**config.mk**
```make
export PLATFORM = sky130hd
export DESIGN_NAME = dq_decode
export DESIGN_NICKNAME = d
export VERILOG_FILES = /design/src/rtl/dq_pkg.sv /design/src/rtl/dq_decode.sv
export SDC_FILE = /design/constraint.sdc
export NUM_CORES = 1
export LEC_CHECK = 0
export BUFFER_PORTS_ARGS = -buffer_cell sky130_fd_sc_hd__buf_2
export CORE_MARGIN = 5
export CORE_UTILIZATION = 47
export DETAILED_ROUTE_END_ITERATION = 8
export PLACE_DENSITY = 0.87
export SLEW_MARGIN = 0
export SYNTH_ARGS = -nofsm -noshare
export SYNTH_HDL_FRONTEND = slang
export SYNTH_SLANG_ARGS = --single-unit
```
**constraint.sdc**
```tcl
create_clock -name vclk -period 5.9
set_clock_uncertainty 0.2 [all_clocks]
set_input_delay 1.18 -clock vclk [all_inputs]
set_output_delay 1.18 -clock vclk [all_outputs]
set_load 0.05 [all_outputs]
```
**src/rtl/dq_pkg.sv**
```systemverilog
`timescale 1ns / 1ps
// ----------------------------------------------------------------------------
// dq_pkg
// Shared types, codes and sizes for the double-ended queue core.
// ----------------------------------------------------------------------------
package dq_pkg;

    localparam int CAPACITY   = 256;
    localparam int WORD_WIDTH = 32;

    localparam int SLOT_W  = $clog2(CAPACITY);
    localparam int COUNT_W = $clog2(CAPACITY + 1);
    localparam int SUM_W   = COUNT_W + 1;

    localparam int REQ_W  = 4;
    localparam int POS_W  = 8;
    localparam int WIN_W  = 32;
    localparam int WOUT_W = 32;
    localparam int STAT_W = 3;
    localparam int OCC_W  = 9;

    localparam logic [REQ_W-1:0] OP_PUSH_HEAD = 4'd0;
    localparam logic [REQ_W-1:0] OP_PUSH_TAIL = 4'd1;
    localparam logic [REQ_W-1:0] OP_POP_HEAD  = 4'd2;
    localparam logic [REQ_W-1:0] OP_POP_TAIL  = 4'd3;
    localparam logic [REQ_W-1:0] OP_PEEK_HEAD = 4'd4;
    localparam logic [REQ_W-1:0] OP_PEEK_TAIL = 4'd5;
    localparam logic [REQ_W-1:0] OP_GET       = 4'd6;
    localparam logic [REQ_W-1:0] OP_SET       = 4'd7;
    localparam logic [REQ_W-1:0] OP_CLEAR     = 4'd8;

    localparam logic [STAT_W-1:0] ST_OK    = 3'd0;
    localparam logic [STAT_W-1:0] ST_ZERO  = 3'd1;
    localparam logic [STAT_W-1:0] ST_FULL  = 3'd2;
    localparam logic [STAT_W-1:0] ST_EMPTY = 3'd3;
    localparam logic [STAT_W-1:0] ST_RANGE = 3'd4;

    typedef struct packed {
        logic [REQ_W-1:0] req_type;
        logic [POS_W-1:0] position;
        logic [WIN_W-1:0] word_in;
    } t_req_beat;

    typedef struct packed {
        logic [WOUT_W-1:0] word_out;
        logic [STAT_W-1:0] status;
        logic [OCC_W-1:0]  occupancy;
    } t_rsp_beat;

    // What one request does to the store and to the ring pointers.
    typedef struct packed {
        logic                  rd;        // read the slot at accept
        logic                  wr_now;    // write the slot at accept (push)
        logic                  wr_later;  // write the slot after the read (set)
        logic [SLOT_W-1:0]     slot;
        logic [WORD_WIDTH-1:0] wdata;
        logic [STAT_W-1:0]     status;
        logic [SLOT_W-1:0]     new_head;
        logic [COUNT_W-1:0]    new_count;
    } t_plan;

endpackage

```
**src/rtl/dq_decode.sv**
```systemverilog
`timescale 1ns / 1ps
// ----------------------------------------------------------------------------
// dq_decode
// Request decode: status checks, slot address and next head and count.
// ----------------------------------------------------------------------------
module dq_decode (
    input  dq_pkg::t_req_beat            i_req,
    input  logic [dq_pkg::SLOT_W-1:0]    i_head,
    input  logic [dq_pkg::COUNT_W-1:0]   i_count,
    output dq_pkg::t_plan                o_plan
);
    import dq_pkg::*;

    logic [WORD_WIDTH-1:0] word;
    logic                  word_nz;
    logic [COUNT_W-1:0]    pos;
    logic [COUNT_W-1:0]    offset;
    logic [SUM_W-1:0]      sum;
    logic [SLOT_W-1:0]     slot;
    logic [SLOT_W-1:0]     head_next;
    t_plan                 plan;

    assign word    = i_req.word_in[WORD_WIDTH-1:0];
    assign word_nz = |word;
    assign pos     = COUNT_W'(i_req.position);

    // Pick the offset from the head that this request addresses.
    always_comb begin
        case (i_req.req_type)
            OP_PUSH_HEAD: offset = COUNT_W'(CAPACITY - 1);
            OP_PUSH_TAIL: offset = i_count;
            OP_POP_TAIL,
            OP_PEEK_TAIL: offset = i_count - COUNT_W'(1);
            OP_GET,
            OP_SET:       offset = pos;
            default:      offset = '0;
        endcase
    end

    // Wrap: offset is at most capacity for any request that uses the slot, so one subtract is enough.
    assign sum  = SUM_W'(i_head) + SUM_W'(offset);
    assign slot = (sum >= SUM_W'(CAPACITY)) ? SLOT_W'(sum - SUM_W'(CAPACITY))
                                             : SLOT_W'(sum);

    assign head_next = (i_head == SLOT_W'(CAPACITY - 1)) ? '0 : i_head + SLOT_W'(1);

    always_comb begin
        plan           = '0;
        plan.slot      = slot;
        plan.wdata     = word;
        plan.status    = ST_OK;
        plan.new_head  = i_head;
        plan.new_count = i_count;
        case (i_req.req_type)
            OP_PUSH_HEAD,
            OP_PUSH_TAIL: begin
                if (!word_nz) begin
                    plan.status = ST_ZERO;
                end else if (i_count >= COUNT_W'(CAPACITY)) begin
                    plan.status = ST_FULL;
                end else begin
                    plan.wr_now    = 1'b1;
                    plan.new_count = i_count + COUNT_W'(1);
                    if (i_req.req_type == OP_PUSH_HEAD) begin
                        plan.new_head = slot;
                    end
                end
            end
            OP_POP_HEAD,
            OP_PEEK_HEAD,
            OP_POP_TAIL,
            OP_PEEK_TAIL: begin
                if (i_count == '0) begin
                    plan.status = ST_EMPTY;
                end else begin
                    plan.rd = 1'b1;
                    if (i_req.req_type == OP_POP_HEAD) begin
                        plan.new_head  = head_next;
                        plan.new_count = i_count - COUNT_W'(1);
                    end else if (i_req.req_type == OP_POP_TAIL) begin
                        plan.new_count = i_count - COUNT_W'(1);
                    end
                end
            end
            OP_GET: begin
                if (pos >= i_count) begin
                    plan.status = ST_RANGE;
                end else begin
                    plan.rd = 1'b1;
                end
            end
            OP_SET: begin
                if (!word_nz) begin
                    plan.status = ST_ZERO;
                end else if (pos >= i_count) begin
                    plan.status = ST_RANGE;
                end else begin
                    plan.rd       = 1'b1;
                    plan.wr_later = 1'b1;
                end
            end
            OP_CLEAR: begin
                plan.new_head  = '0;
                plan.new_count = '0;
            end
            default: begin
                plan.status = ST_OK;
            end
        endcase
    end

    assign o_plan = plan;

endmodule

```
==> results of run 1 <==
## final timing paths
path | to | cells past startpoint
max | o_plan[16] | 14
min | o_plan[36] | 2
## cells by family (layout without fill, tap and decap cells)
logic type / after synthesis / count (layout) / share of synthesized area
simple gates: 107 / 107 / 0.272
compound gates: 106 / 106 / 0.345
buf+inv: 65 / 146 / 0.188
fa+ha+maj: 19 / 19 / 0.117
xor+xnor: 16 / 16 / 0.0736
mux: 1 / 1 / 0.00478
## cells in the final DEF (no fill, tap or decap), types with 7 or more instances in the layout
cell type,instances
nor4_1,9
a21oi_1,31
nand3_1,8
nand2_1,25
ha_1,18
xnor2_1,11
inv_1,17
buf_2,124
nor3_1,15
nor2_1,25
o211ai_1,7
o21ai_0,22
## routing by layer
metal	routed length, µm	track usage	share of wire
met1	3040	0.310	0.41
met2	3540	0.398	0.48
met3	623	0.0340	0.084
met4	227	0.0699	0.031
met5	0	0	0
## per-stage QoR
stage                     setup slack, ns  instance area [µm²]  utilization  hold slack, ns  power (µW)
final                               0.314                 2480        0.575            2.46         335
after global routing               0.0118                 2480        0.575            2.47         358
after CTS                           0.246                 2480        0.575            2.46         334
after detailed placement            0.254                 2480        0.575            2.46         333
after global placement              0.454                 2480        0.575            2.46         331
after floorplan                    0.0737                 2090            -            2.33         259
## cell type report
| type | instances | area (µm²) | area share |
|---|---|---|---|
| inverter | 17 | 63.8 | 0.0257 |
| multi-input combinational | 249 | 1700 | 0.683 |
| tap | 52 | 65.1 | 0.0262 |
| timing repair buffer | 129 | 658 | 0.265 |
## power by group through the flow
stage | clock network (µW) | registers, µW | logic (µW)
after floorplan | 0 | 0 | 259
after global placement | 0 | 0 | 331
after detailed placement | 0 | 0 | 333
after CTS | 0 | 0 | 334
after global routing | 0 | 0 | 358
final | 0 | 0 | 335
==> run summary, run 1 <==
status: finished clean
Buf/Inv on CP: 4
DR WL/cell: 16.6 µm
CP endpoint kind: output port
Post-route DRC: 0
GPL Wtd Cong: 0.984
switching fraction of total power: 0.723
Vias: 2664
Arr. time, crit path: 4.21 ns
# diodes: 0
FILL cells: 432
slew margin rel.: 0.573
Post-synth top cells: buf_4 (32), a21oi_1 (31), nand2_1 (25), nor2_1 (25), o21ai_0 (23)
TNS Setup: 0 ns
chip height: 76.7 µm
area delta synth->final: 18.8%
Fin. Hold Viols: 0
vias per cell: 5.96
port buffer count: 124
CP Max Fanout: 9
Power per Cell Area: 135 nW/µm²
top cell family by delay on the critical path: compound AO/OA/AOI/OAI gates
global-route usage over all layers: 0.237
count leader, synth: buf_4
warnings from Yosys: 0
P_int: 92.9 µW
Period minus WS final: 5.59 ns
Mapped Area: 2090 µm²
number of hold buffers added after CTS: 0
Cells after DPL: 447
total congestion overflow: 0
num sequential: 0
f_max: 179 MHz
layout cells sized above 1: 0.370
fin cells: 447
die width: 76.7 µm
Slew @ Worst Pin: 0.637 ns
slowest stage cell, crit path: or4b_4
Final Max Slew Viols: 0
HPWL after DPL: 6340 µm
I/O Pins: 124
CLK BUF: 0
worst hold path type: in -> out
cells along the critical path: buf_2 -> inv_1 -> ha_1 -> or4b_4 -> a21oi_1 -> a211o_1 -> ha_1 -> inv_1 -> nor2_1 -> a2111oi_0 -> or3_1 -> xnor3_1 -> o211ai_1 -> buf_2
Unique masters post-synth: 59
share of the synthesized area in the top cell type: 0.115
Total Nets Final: 477
Core ar.: 4320 µm²
starting density of the core: 0.484
Mapped Nets: 394
largest net degree at the start of global routing: 20
initial antenna violation count: 0
Seq/Total Area, Yosys: 0
syn avg cell area: 6.66 µm²
Initial DRC Count: 192
post-CTS setup buffers: 0
CP startpoint kind: input port
critical path class: in -> out
max cap viols: 0
Setup violations, final: 0
Reg area: 0 µm²
RSZ-0062 raised after global routing: no
Tcrit/Tclk final: 0.947
vias in the first global route: 2497
synth top area cells: buf_4 (11%), ha_1 (11%), a21oi_1 (7.4%)
clock power share: 0
area leader, netlist: buf_4
slowest stage delay, CP: 0.57 ns
CP required: 4.52 ns
# resized after CTS: 0
Die ar.: 5890 µm²
Psw: 242 µW
DRT antenna net count: 0
Synth Instances: 314
first-pass GRT wire length: 12100 µm
Peak VDD IR: 0.0000649 V
Setup crit start: i_count[0]
total iterations of the first detailed-routing run: 4
register share of total power: 0
Leak Pwr: 0.00122 µW
FP Rows: 24
Hold Startpoint: i_req[16]
total wire length: 7440 µm
Comb power frac: 1.000
Power figures use the tool's default switching activity.
==> inputs of run 2 (changes only) <==
--- a/config.mk
+++ b/config.mk
@@ -6,10 +6,11 @@
 export NUM_CORES = 1
 export LEC_CHECK = 0
 export BUFFER_PORTS_ARGS = -buffer_cell sky130_fd_sc_hd__buf_2
+export CAP_MARGIN = 20
 export CORE_MARGIN = 5
-export CORE_UTILIZATION = 47
+export CORE_UTILIZATION = 42
 export DETAILED_ROUTE_END_ITERATION = 8
-export PLACE_DENSITY = 0.87
+export PLACE_DENSITY = 0.82
 export SLEW_MARGIN = 0
 export SYNTH_ARGS = -nofsm -noshare
 export SYNTH_HDL_FRONTEND = slang
==> constraint.sdc (replaced) <==
create_clock -name vclk -period 4.9
set_clock_uncertainty 0.2 [all_clocks]
set_input_delay 0.98 -clock vclk [all_inputs]
set_output_delay 0.98 -clock vclk [all_outputs]
set_load 0.05 [all_outputs]
==> run 2 against run 1 <==
Die area is 10% higher. Design area up 14%. Non-clock buffer count is 24 higher. Via count rose by 3.5%. Flip-flop and latch count is the same. First-iteration DRC count rose by 27%. Critical path depth is the same. Critical endpoint unchanged. Largest power group unchanged. Highest routed layer unchanged.
==> run summary, run 2 (synthesis results as in run 1) <==
HPWL after DPL: 6420 µm
most frequent cells in the layout: buf_2 (120), buf_4 (31), a21oi_1 (26)
CP Max Fanout: 8
area delta synth->final: 34.9%
Reg area: 0 µm²
num sequential: 0
Setup violations, final: 0
Post-route DRC: 0
first-pass GRT wire length: 11800 µm
DR top layer: met4
Arr. time, crit path: 3.60 ns
initial antenna violation count: 0
final core utilization: 0.590
post-CTS setup buffers: 0
Die ar.: 6490 µm²
worst hold path type: in -> out
Vias: 2757
CP startpoint kind: input port
CP required: 3.72 ns
Final Max Slew Viols: 0
met2 wire length: 3610 µm
GPL Wtd Cong: 0.947
Power per Cell Area: 157 nW/µm²
vias in the first global route: 2558
CLK BUF: 0
Metal-1 WL: 3160 µm
chip height: 80.6 µm
layout cells sized above 1: 0.465
total iterations of the first detailed-routing run: 5
vias per cell: 5.67
post-route setup slack: 0.119 ns
total congestion overflow: 0
FP Rows: 25
Fin. Hold Viols: 0
I/O Pins: 124
largest net degree at the start of global routing: 20
commonest non-fill, non-tap cell in the layout: buf_2
Core ar.: 4790 µm²
critical path class: in -> out
slew margin rel.: 0.610
max cap viols: 0
DR WL/cell: 15.6 µm
f_max: 209 MHz
DR WL met3: 713 µm
status: finished clean
Slew @ Worst Pin: 0.583 ns
RSZ-0062 raised after global routing: yes
Period minus WS final: 4.78 ns
global-route usage over all layers: 0.223
Peak VDD IR: 0.0000871 V
total wire length: 7600 µm
Initial DRC Count: 243
DRT antenna net count: 0
die width: 80.6 µm
port buffer count: 124
Setup WS pre-CTS: -0.0815 ns
# diodes: 0
Tcrit/Tclk final: 0.976
Total Nets Final: 501
hold slack final: 2.06 ns
Leak Pwr: 0.00136 µW
CP endpoint kind: output port
starting density of the core: 0.437
==> run 2: cell count changes in the layout (fill, tap and decap cells not counted), moves of 4 or more <==
cell	previous run	this run
buf_2	124	120
buf_4	5	31
a21oi_2	1	6
a21oi_1	31	26
==> run 2: area by class of cell <==
type                       instances  area, µm²
multi-input combinational        249       1820
timing repair buffer             153        852
fill                             465       1960
tap                               67       83.8
inverter                          17       63.8
==> run 2: final timing paths <==
kind	startpoint	slack (ns)	cells past startpoint	end
min	i_req[12]	2.06	2	o_plan[32]
max	i_count[0]	0.12	14	o_plan[16]
==> run 2: timing repair <==
| item | in CTS | in global routing |
|---|---|---|
| pin swaps | 0 | 6 |
| gates resized for setup | 3 | 20 |
| endpoints found under the hold margin | 0 | 0 |
| gates cloned | 0 | 0 |
| hold buffers | 0 | 0 |
| endpoints found under the setup margin | 1 | 5 |
==> run 2: metrics by stage <==
stage / setup TNS, ns / area [µm²] / std cells / total power [µW]
after floorplan: -0.453 / 2180 / 314 / 326
after global placement: 0 / 2750 / 486 / 426
after detailed placement: -0.0815 / 2750 / 486 / 430
after CTS: 0 / 2760 / 486 / 433
after global routing: -0.0568 / 2820 / 486 / 472
final: 0 / 2820 / 486 / 444
==> run 2: report_power, final <==
part           switching [µW]  total (µW)  internal, µW  leakage, µW
Clock                       0           0             0            0
Combinational             302         444           141      0.00136
Sequential                  0           0             0            0
Total                     302         444           141      0.00136
==> run 2: routing by layer <==
layer  vias to the layer above  global-route usage
met5                         -                   0
met4                         0              0.0389
met3                         8              0.0135
met2                       155               0.382
met1                      1253               0.309
li1                       1341                   -
==> run 2: critical path: stages <==
cell and delay (ns):
buf_2 0.11, buf_4 0.16, or3_1 0.34, a21oi_1 0.17, a31oi_1 0.06, nor2_1 0.10, ha_1 0.22, a21oi_2 0.09
o21ai_1 0.26, a2111oi_2 0.12, or3_1 0.39, xnor3_1 0.20, o211ai_1 0.17, buf_4 0.23
